**src/rtl/core/sfl_pkg.sv**
```systemverilog
`timescale 1ns / 1ps
`default_nettype none

package sfl_pkg;

  // Build-time defaults
  localparam int unsigned BLOCK_SIZE_DEF = 128;

  // Field widths
  localparam int unsigned TIMEOUT_W = 24;
  localparam int unsigned ADDR_W    = 16;
  localparam int unsigned BYTE_W    = 8;
  localparam int unsigned ACTION_W  = 2;
  localparam int unsigned KIND_W    = 2;
  localparam int unsigned CFG_IDX_W = 1;
  localparam int unsigned CFG_W     = 24;

  // Input actions
  localparam logic [ACTION_W-1:0] ACT_BYTE = 2'd0;
  localparam logic [ACTION_W-1:0] ACT_TICK = 2'd1;
  localparam logic [ACTION_W-1:0] ACT_STEP = 2'd2;

  // Result kinds
  localparam logic [KIND_W-1:0] KIND_TX    = 2'd0;
  localparam logic [KIND_W-1:0] KIND_WRITE = 2'd1;
  localparam logic [KIND_W-1:0] KIND_JUMP  = 2'd2;

  // Protocol bytes
  localparam logic [BYTE_W-1:0] HEAD_BYTE   = 8'hA5;
  localparam logic [BYTE_W-1:0] CMD_WRITE   = 8'hA7;
  localparam logic [BYTE_W-1:0] CMD_JUMP    = 8'hA9;
  localparam logic [BYTE_W-1:0] REPLY_OK    = 8'hA0;
  localparam logic [BYTE_W-1:0] REPLY_ERR   = 8'hA1;
  localparam logic [BYTE_W-1:0] REPLY_READY = 8'hA4;

  // Configuration register indexes and reset values
  localparam logic [CFG_IDX_W-1:0] CFG_TIMEOUT = 1'd0;
  localparam logic [CFG_IDX_W-1:0] CFG_BASE    = 1'd1;
  localparam logic [TIMEOUT_W-1:0] TIMEOUT_RST = 24'd655350;
  localparam logic [ADDR_W-1:0]    BASE_RST    = 16'h8000;

  typedef struct packed {
    logic [TIMEOUT_W-1:0] timeout_ticks;
    logic [ADDR_W-1:0]    flash_base;
  } cfg_t;

  typedef struct packed {
    logic [KIND_W-1:0] kind;
    logic [BYTE_W-1:0] tx_byte;
    logic [ADDR_W-1:0] flash_address;
    logic [BYTE_W-1:0] flash_data;
  } result_t;

endpackage

`default_nettype wire

```
**src/rtl/core/sfl_frame_engine.sv**
```systemverilog
`timescale 1ns / 1ps
`default_nettype none

module sfl_frame_engine #(
  parameter int unsigned BLOCK_SIZE = sfl_pkg::BLOCK_SIZE_DEF
) (
  input  wire                            clk,
  input  wire                            rst,
  input  wire                            in_fire,
  input  wire  [sfl_pkg::ACTION_W-1:0]   in_action,
  input  wire  [sfl_pkg::BYTE_W-1:0]     in_byte,
  input  wire  sfl_pkg::cfg_t            cfg,
  input  wire                            advance,
  output logic                           res_valid,
  output sfl_pkg::result_t               res
);
  import sfl_pkg::*;

  localparam int unsigned IDX_W = $clog2(BLOCK_SIZE);
  localparam logic [IDX_W-1:0]  LAST_IDX  = IDX_W'(BLOCK_SIZE - 1);
  localparam logic [ADDR_W-1:0] BLOCK_MUL = ADDR_W'(BLOCK_SIZE);

  typedef enum logic [7:0] {
    PH_WAIT_HEAD = 8'b0000_0001,
    PH_COMMAND   = 8'b0000_0010,
    PH_PAGE      = 8'b0000_0100,
    PH_DATA      = 8'b0000_1000,
    PH_CHECK     = 8'b0001_0000,
    PH_WRITE     = 8'b0010_0000,
    PH_VERIFY    = 8'b0100_0000,
    PH_HALTED    = 8'b1000_0000
  } phase_t;

  phase_t               phase, phase_next;
  logic [TIMEOUT_W-1:0] wait_counter, wait_counter_next, wait_inc;
  logic [ADDR_W-1:0]    page_address, page_address_next;
  logic [IDX_W-1:0]     byte_index, byte_index_next;
  logic [BYTE_W-1:0]    running_sum, running_sum_next, sum_dec;
  logic                 is_last;

  // Page buffer, single synchronous port per direction
  logic [BYTE_W-1:0]    page_buffer [BLOCK_SIZE];
  logic                 mem_we, mem_re;
  logic [BYTE_W-1:0]    mem_rdata;

  // Result produced by the current beat
  logic                 emit;
  logic [KIND_W-1:0]    emit_kind;
  logic [BYTE_W-1:0]    emit_tx;
  logic [ADDR_W-1:0]    emit_addr;
  logic                 emit_mem;

  // Result stage, waits for buffer read data
  logic                 s1_valid;
  logic [KIND_W-1:0]    s1_kind;
  logic [BYTE_W-1:0]    s1_tx;
  logic [ADDR_W-1:0]    s1_addr;
  logic                 s1_mem;

  assign wait_inc = (wait_counter != '1) ? wait_counter + TIMEOUT_W'(1) : wait_counter;
  assign is_last  = (byte_index == LAST_IDX);
  assign sum_dec  = running_sum - in_byte;

  // Frame state machine
  always_comb begin
    phase_next        = phase;
    wait_counter_next = wait_counter;
    page_address_next = page_address;
    byte_index_next   = byte_index;
    running_sum_next  = running_sum;
    mem_we            = 1'b0;
    mem_re            = 1'b0;
    emit              = 1'b0;
    emit_kind         = KIND_TX;
    emit_tx           = '0;
    emit_addr         = '0;
    emit_mem          = 1'b0;
    if (in_fire) begin
      unique case (phase)
        PH_WAIT_HEAD: begin
          if (in_action == ACT_BYTE && in_byte == HEAD_BYTE) begin
            phase_next = PH_COMMAND;
            emit       = 1'b1;
            emit_tx    = REPLY_READY;
          end else if (in_action == ACT_TICK) begin
            wait_counter_next = wait_inc;
            // a zero timeout still fires on the first tick
            if (wait_inc >= cfg.timeout_ticks) begin
              phase_next = PH_HALTED;
              emit       = 1'b1;
              emit_kind  = KIND_JUMP;
            end
          end
        end
        PH_COMMAND: begin
          if (in_action == ACT_BYTE) begin
            if (in_byte == CMD_JUMP) begin
              phase_next = PH_HALTED;
              emit       = 1'b1;
              emit_kind  = KIND_JUMP;
            end else if (in_byte == CMD_WRITE) begin
              phase_next = PH_PAGE;
            end else begin
              emit    = 1'b1;
              emit_tx = REPLY_ERR;
            end
          end
        end
        PH_PAGE: begin
          if (in_action == ACT_BYTE) begin
            page_address_next = cfg.flash_base + ADDR_W'(in_byte) * BLOCK_MUL;
            running_sum_next  = '0;
            byte_index_next   = '0;
            phase_next        = PH_DATA;
          end
        end
        PH_DATA: begin
          if (in_action == ACT_BYTE) begin
            mem_we           = 1'b1;
            running_sum_next = running_sum + in_byte;
            if (is_last) begin
              byte_index_next = '0;
              phase_next      = PH_CHECK;
            end else begin
              byte_index_next = byte_index + IDX_W'(1);
            end
          end
        end
        PH_CHECK: begin
          if (in_action == ACT_BYTE) begin
            if (in_byte == running_sum) begin
              byte_index_next = '0;
              phase_next      = PH_WRITE;
            end else begin
              phase_next = PH_COMMAND;
              emit       = 1'b1;
              emit_tx    = REPLY_ERR;
            end
          end
        end
        PH_WRITE: begin
          if (in_action == ACT_STEP) begin
            mem_re    = 1'b1;
            emit      = 1'b1;
            emit_kind = KIND_WRITE;
            emit_addr = page_address + ADDR_W'(byte_index);
            emit_mem  = 1'b1;
            if (is_last) begin
              byte_index_next = '0;
              phase_next      = PH_VERIFY;
            end else begin
              byte_index_next = byte_index + IDX_W'(1);
            end
          end
        end
        PH_VERIFY: begin
          if (in_action == ACT_STEP) begin
            running_sum_next = sum_dec;
            if (is_last) begin
              byte_index_next = '0;
              phase_next      = PH_COMMAND;
              emit            = 1'b1;
              emit_tx         = (sum_dec == '0) ? REPLY_OK : REPLY_ERR;
            end else begin
              byte_index_next = byte_index + IDX_W'(1);
            end
          end
        end
        PH_HALTED: begin
          // stays here until reset
        end
        default: begin
          phase_next = PH_WAIT_HEAD;
        end
      endcase
    end
  end

  // State registers
  always_ff @(posedge clk) begin
    if (rst) begin
      phase        <= PH_WAIT_HEAD;
      wait_counter <= '0;
      page_address <= '0;
      byte_index   <= '0;
      running_sum  <= '0;
    end else begin
      phase        <= phase_next;
      wait_counter <= wait_counter_next;
      page_address <= page_address_next;
      byte_index   <= byte_index_next;
      running_sum  <= running_sum_next;
    end
  end

  // Buffer: filled in the data phase, read back strictly later in the
  // write phase, so no same-entry overlap to forward
  always_ff @(posedge clk) begin
    if (mem_we) begin
      page_buffer[byte_index] <= in_byte;
    end
  end

  // read data only moves on a write-step beat, so it holds while s1 stalls
  always_ff @(posedge clk) begin
    if (mem_re) begin
      mem_rdata <= page_buffer[byte_index];
    end
  end

  // Result stage control
  always_ff @(posedge clk) begin
    if (rst) begin
      s1_valid <= 1'b0;
    end else if (in_fire) begin
      s1_valid <= emit;
    end else if (advance) begin
      s1_valid <= 1'b0;
    end
  end

  // Result stage payload
  always_ff @(posedge clk) begin
    if (in_fire && emit) begin
      s1_kind <= emit_kind;
      s1_tx   <= emit_tx;
      s1_addr <= emit_addr;
      s1_mem  <= emit_mem;
    end
  end

  assign res_valid         = s1_valid;
  assign res.kind          = s1_kind;
  assign res.tx_byte       = s1_tx;
  assign res.flash_address = s1_addr;
  assign res.flash_data    = s1_mem ? mem_rdata : '0;

endmodule

`default_nettype wire

```
**src/rtl/core/serial_flash_loader_core.sv**
```systemverilog
`timescale 1ns / 1ps
`default_nettype none

// Serial boot-loader frame engine. Takes one beat per clock while
// s_axis_tready is high: a received byte, a timer tick or a flash step, and
// answers with at most one result beat (transmit byte, flash write, or jump
// to application). Sustained rate is one input beat per cycle when the output
// is not stalled. A result passes through the result stage, which waits for
// the page buffer RAM read that supplies the flash write data, and then the
// output register. The page buffer is a plain RAM with no clearing pass after
// reset; it is always written before read. Configuration writes are taken at
// any time but must only be issued while the engine is idle.

module serial_flash_loader_core #(
  parameter int unsigned BLOCK_SIZE = sfl_pkg::BLOCK_SIZE_DEF
) (
  input  wire                             clk,
  input  wire                             rst,
  // slave side
  input  wire                             s_axis_tvalid,
  output logic                            s_axis_tready,
  input  wire  [7:0]                      s_axis_tdata,   // [7:0] byte_value
  input  wire  [1:0]                      s_axis_tuser,   // [1:0] action
  // master side
  output logic                            m_axis_tvalid,
  input  wire                             m_axis_tready,
  output logic [31:0]                     m_axis_tdata,   // [7:0] tx_byte, [23:8] flash_address,
                                                          // [31:24] flash_data
  output logic [1:0]                      m_axis_tuser,   // [1:0] kind
  // configuration
  input  wire                             cfg_we,
  input  wire  [sfl_pkg::CFG_IDX_W-1:0]   cfg_index,
  input  wire  [sfl_pkg::CFG_W-1:0]       cfg_data
);
  import sfl_pkg::*;

  cfg_t    cfg;
  logic    in_fire;
  logic    advance;
  logic    res_valid;
  result_t res;

  // Configuration registers
  always_ff @(posedge clk) begin
    if (rst) begin
      cfg.timeout_ticks <= TIMEOUT_RST;
      cfg.flash_base    <= BASE_RST;
    end else if (cfg_we) begin
      unique case (cfg_index)
        CFG_TIMEOUT: cfg.timeout_ticks <= cfg_data[TIMEOUT_W-1:0];
        CFG_BASE:    cfg.flash_base    <= cfg_data[ADDR_W-1:0];
        default: ;
      endcase
    end
  end

  // Flow control: output register frees up when empty or taken
  assign advance       = !m_axis_tvalid || m_axis_tready;
  assign s_axis_tready = !res_valid || advance;
  assign in_fire       = s_axis_tvalid && s_axis_tready;

  sfl_frame_engine #(
    .BLOCK_SIZE (BLOCK_SIZE)
  ) u_engine (
    .clk       (clk),
    .rst       (rst),
    .in_fire   (in_fire),
    .in_action (s_axis_tuser),
    .in_byte   (s_axis_tdata),
    .cfg       (cfg),
    .advance   (advance),
    .res_valid (res_valid),
    .res       (res)
  );

  // Output register
  always_ff @(posedge clk) begin
    if (rst) begin
      m_axis_tvalid <= 1'b0;
    end else if (advance) begin
      m_axis_tvalid <= res_valid;
    end
  end

  always_ff @(posedge clk) begin
    if (advance && res_valid) begin
      m_axis_tdata <= {res.flash_data, res.flash_address, res.tx_byte};
      m_axis_tuser <= res.kind;
    end
  end

endmodule

`default_nettype wire

```
**config.mk**
```make
export PLATFORM = sky130hd
export DESIGN_NAME = serial_flash_loader_core
export DESIGN_NICKNAME = d
export VERILOG_FILES = /design/src/rtl/core/sfl_pkg.sv /design/src/rtl/core/sfl_frame_engine.sv /design/src/rtl/core/serial_flash_loader_core.sv
export SDC_FILE = /design/constraint.sdc
export NUM_CORES = 1
export LEC_CHECK = 0
export BUFFER_PORTS_ARGS = -buffer_cell sky130_fd_sc_hd__buf_2
export CORE_ASPECT_RATIO = 1.25
export CORE_MARGIN = 2
export CORE_UTILIZATION = 28
export DETAILED_ROUTE_END_ITERATION = 8
export PLACE_DENSITY = 0.48
export SLEW_MARGIN = 30
export SYNTH_ARGS = -nofsm -noshare
export SYNTH_HDL_FRONTEND = slang
export SYNTH_SLANG_ARGS = --single-unit
```
**constraint.sdc**
```tcl
create_clock -name clk -period 13.5 [get_ports clk]
set_input_delay 0 -clock clk [delete_from_list [all_inputs] [get_ports clk]]
set_output_delay 0 -clock clk [all_outputs]
set_load 0.1 [all_outputs]
```
==> impl_metrics.py <==
metrics = {
    "route": {
        "drcViolationCount": 0,
        "num_vias": 28600,
        "post_drt_wl_per_cell_um": 26.1,
        "wirelength_um": 144000,
        "ant_nets": 0,
        "drt_iter0_markers": 2745,
        "first_pass_iters": 5,
        "drt-vias-per-instance": 5.19,
    },
    "sta": {
        "slew_headroom_pct": 31.5,
        "timing.fmax_ghz": 0.196,
        "finalSetupViolCount": 0,
        "rsz0062_at_grt": "false",
        "final_max_slew_viol_count": 0,
        "setup_ws_ns": 8.40,
        "hold_viol": 0,
        "min_period_over_period_pct": 37.8,
        "tns_ns": 0,
        "tightest_slew_ns": 1.02,
        "skew_ns": 0.0570,
        "min_period_ns": 5.10,
    },
    "yosys": {
        "synth-edff-count": 1083,
        "postSynthAreaPerCell_um2": 15.1,
        "yosysSeqAreaShare_pct": 74.0,
        "syn_area_um2": 46800,
        "ys_async_sr_fraction_pct": 0,
        "synth_flop_cell": "edfxtp_1",
        "yosysUniqueCellTypes": 84,
        "ys_seq_elements": 1188,
        "synthCells": 3102,
        "yosys_warnings": 0,
    },
    "setup_path": {
        "critPathMaxStageDelay_ns": 0.67,
        "critPathBufInv": 2,
        "reg2reg_slack_ns": 8.40,
        "reg2reg_from": "u_engine.wait_counter[17]$_SDFFE_PP0P_",
        "cpMostUsedCell": "dlygate4sd3_1",
        "critPathLaunchType": "flop",
        "startpoint": "u_engine.wait_counter[17]$_SDFFE_PP0P_",
        "crit_type": "reg -> reg",
        "reg2reg_depth": 15,
        "crit_chain": "and4_1, nand3_1, o41ai_4, nor2_1, nand2_1, xnor2_1, ha_1, nand4_1, or3_1, o311a_1, nor3_1, o21ai_1, dlygate4sd3_1, a21oi_1, dlygate4sd3_1",
        "critPathRequiredTime_ns": 14.18,
        "slowest_stage": "o41ai_4",
        "worst-path-max-fanout": 8,
        "crit_family": "simple AND/OR/NAND/NOR gates",
        "worst_r2r_endpoint": "u_engine.res_valid$_SDFFE_PP0P_",
        "endpoint_kind": "flop",
        "cp_num_cells": 15,
        "worstSetupEndpoint": "u_engine.res_valid$_SDFFE_PP0P_",
        "crit_arrival_ns": 5.78,
    },
    "power_and_ir_drop": {
        "p_leak_nw": 16.8,
        "seq_power_share_pct": 53.8,
        "internal_power_mw": 5.90,
        "power_switching_mw": 1.58,
        "ir_worst_vdd_mv": 0.108,
        "p_sw_share_pct": 21.1,
        "p_comb_share_pct": 2.1,
        "power_frac_clock_pct": 44.2,
        "power.density_nw_per_um2": 138,
        "finalPower_mw": 7.47,
    },
    "clock_tree": {
        "cts_tree": "yes",
        "clock_path_buffers": 3,
        "cts.sinks": 1188,
        "cts_root_buffer": "clkbuf_16",
        "path_clk_slew_ns": 0.06,
        "clk_latency_ns": 0.78,
        "htree_levels": 3,
        "numCtsBuffers": 119,
    },
    "floorplanning": {
        "initial_utilization_pct": 28.2,
        "rows": 167,
        "die_y_um": 461,
        "ioPinCount": 76,
        "core_um2": 166000,
        "dieArea_um2": 170000,
        "fp.dieW_um": 370,
    },
    "final_layout": {
        "area_growth_pct": 15.7,
        "fillers": 16100,
        "nets": 3313,
        "fin_util_pct": 32.6,
        "drive_gt1_share_pct": 11.0,
    },
    "placed_design": {
        "place_congestion": 0.826,
        "place_ws_ns": 8.80,
        "port_buffers": 71,
        "detailed_place_hpwl_um": 87000,
    },
    "grt": {
        "grt_overflow": 0,
        "grt_pass1_wl_um": 206000,
        "grtUsageTotal_pct": 16.5,
        "grt_pass1_vias": 28000,
        "antenna_found_initial": 7,
        "grt_max_degree": 122,
    },
    "min_path": {
        "hold_depth": 4,
        "hp-start": "cfg_data[3]",
        "hold_path.class": "in -> reg",
    },
    "status": {
        "status": "completed",
    },
    "job": {
        "maxCapViolations": 0,
    },
}
-- stage by stage --
stage / instance area [um^2] / cells / hold WS [ns]
finish: 54100 / 5510 / 0.0913
global route: 54100 / 5510 / 0.0881
CTS: 54100 / 5509 / 0.0156
detailed placement: 49600 / 5232 / 0.209
global placement: 49600 / 5232 / 0.205
floorplan: 46800 / 3105 / 0.0989
-- cell usage in the layout, fill, tap and decap left out, types with 58 or more instances in the layout --
cell type / instances
edfxtp_1: 1083
a22oi_1: 268
nor2_1: 243
nand2_1: 157
clkbuf_16: 121
a21oi_1: 116
a221oi_1: 103
dfxtp_1: 101
a22o_1: 92
a31oi_1: 71
buf_2: 62
buf_4: 62
dlygate4sd3_1: 58
-- area by class of cell --
class	count	area (um^2)	share of cell area [%]
sequential	1188	34600	64.0
timing repair buffer	187	1450	2.68
inverter	59	221	0.409
clock inverter	76	754	1.39
clock buffer	143	3120	5.77
tap	2197	2750	5.08
antenna	1	2.50	0.00463
multi-input combinational	1659	11200	20.6
-- worst min path at each step --
stage	to	slack [ns]
floorplan	u_engine.page_buffer[0][0]$_DFFE_PP_	0.1
global placement	cfg[35]$_SDFFE_PP1P_	0.21
detailed placement	cfg[35]$_SDFFE_PP1P_	0.21
CTS	cfg[21]$_SDFFE_PP1P_	0.02
global route	cfg[22]$_SDFFE_PP1P_	0.09
finish	cfg[3]$_SDFFE_PP0P_	0.09
-- power by group through the flow --
| stage | clock network (mW) | registers (mW) | logic [mW] |
|---|---|---|---|
| detailed placement | 0 | 4.10 | 0.144 |
| global route | 3.49 | 4.02 | 0.170 |
| CTS | 3.36 | 4.02 | 0.158 |
| global placement | 0 | 4.10 | 0.142 |
| finish | 3.30 | 4.02 | 0.156 |
| floorplan | 0 | 4.10 | 0.0479 |
-- tightest hold or removal path: stages --
cell and delay (ns):
dlygate4sd3_1 0.53, buf_2 0.14, nand2_1 0.05, a21oi_1 0.05
-- cell families (layout without fill, tap and decap cells) --
kind of cell,Yosys count,in the layout,share of synthesized area (%)
and+or+nand+nor,672,672,6.81
DFF,1188,1188,74.0
AOI/OAI and AO/OA,828,828,13.1
adders and majority gates,59,59,1.64
muxes,33,33,0.899
other,1,5,0.00802
buffers and inverters,258,465,2.31
xor gates and xnor gates,63,63,1.18
-- per-layer routing --
metal  GRT usage (%)  wire [um]  vias to the layer above
met1            22.3      62300                    14800
met3            2.03       8210                      177
met4            4.70       3150                        2
li1                -          -                    12600
met5               0          7                        -
met2            27.8      70100                      988
-- what timing repair did --
item / 4_1_cts / 5_1_grt
hold buffers: 58 / 0
hold endpoints to repair: 233 / 0
buffers inserted: 0 / 0
gates resized for setup: 0 / 0
-- flip-flops by register name, summed over array words and instances (netlist names), 16 cells and up --
register / count
u_engine.page_buffer: 1024
u_engine.wait_counter: 24
u_engine.page_address: 16
cfg: 40
m_axis_tdata: 27
u_engine.s1_addr: 16
-- cell usage after synthesis, types with 12 or more instances --
cell,n,area [um^2]
xor2_1,30,263
nand3_1,54,270
nor2_1,252,946
a31oi_1,71,444
edfxtp_1,1083,32500
o211ai_1,17,128
nor3_1,33,165
buf_2,68,340
a22o_1,92,806
a211oi_1,13,97.6
ha_1,55,688
dfxtp_1,105,2100
clkbuf_1,88,330
nand2b_1,13,81.3
mux2i_1,15,150
or3_1,15,93.8
nor2b_1,15,93.8
and2_1,16,100
nand4_1,40,250
inv_1,56,210
o21ai_0,39,195
a22oi_1,268,2010
a211o_1,17,149
xnor2_1,33,289
buf_1,36,135
nor4_1,18,113
mux2_2,12,135
nand2_1,161,604
a221oi_1,103,902
a21oi_1,116,581
Power figures use the tool's default switching activity.
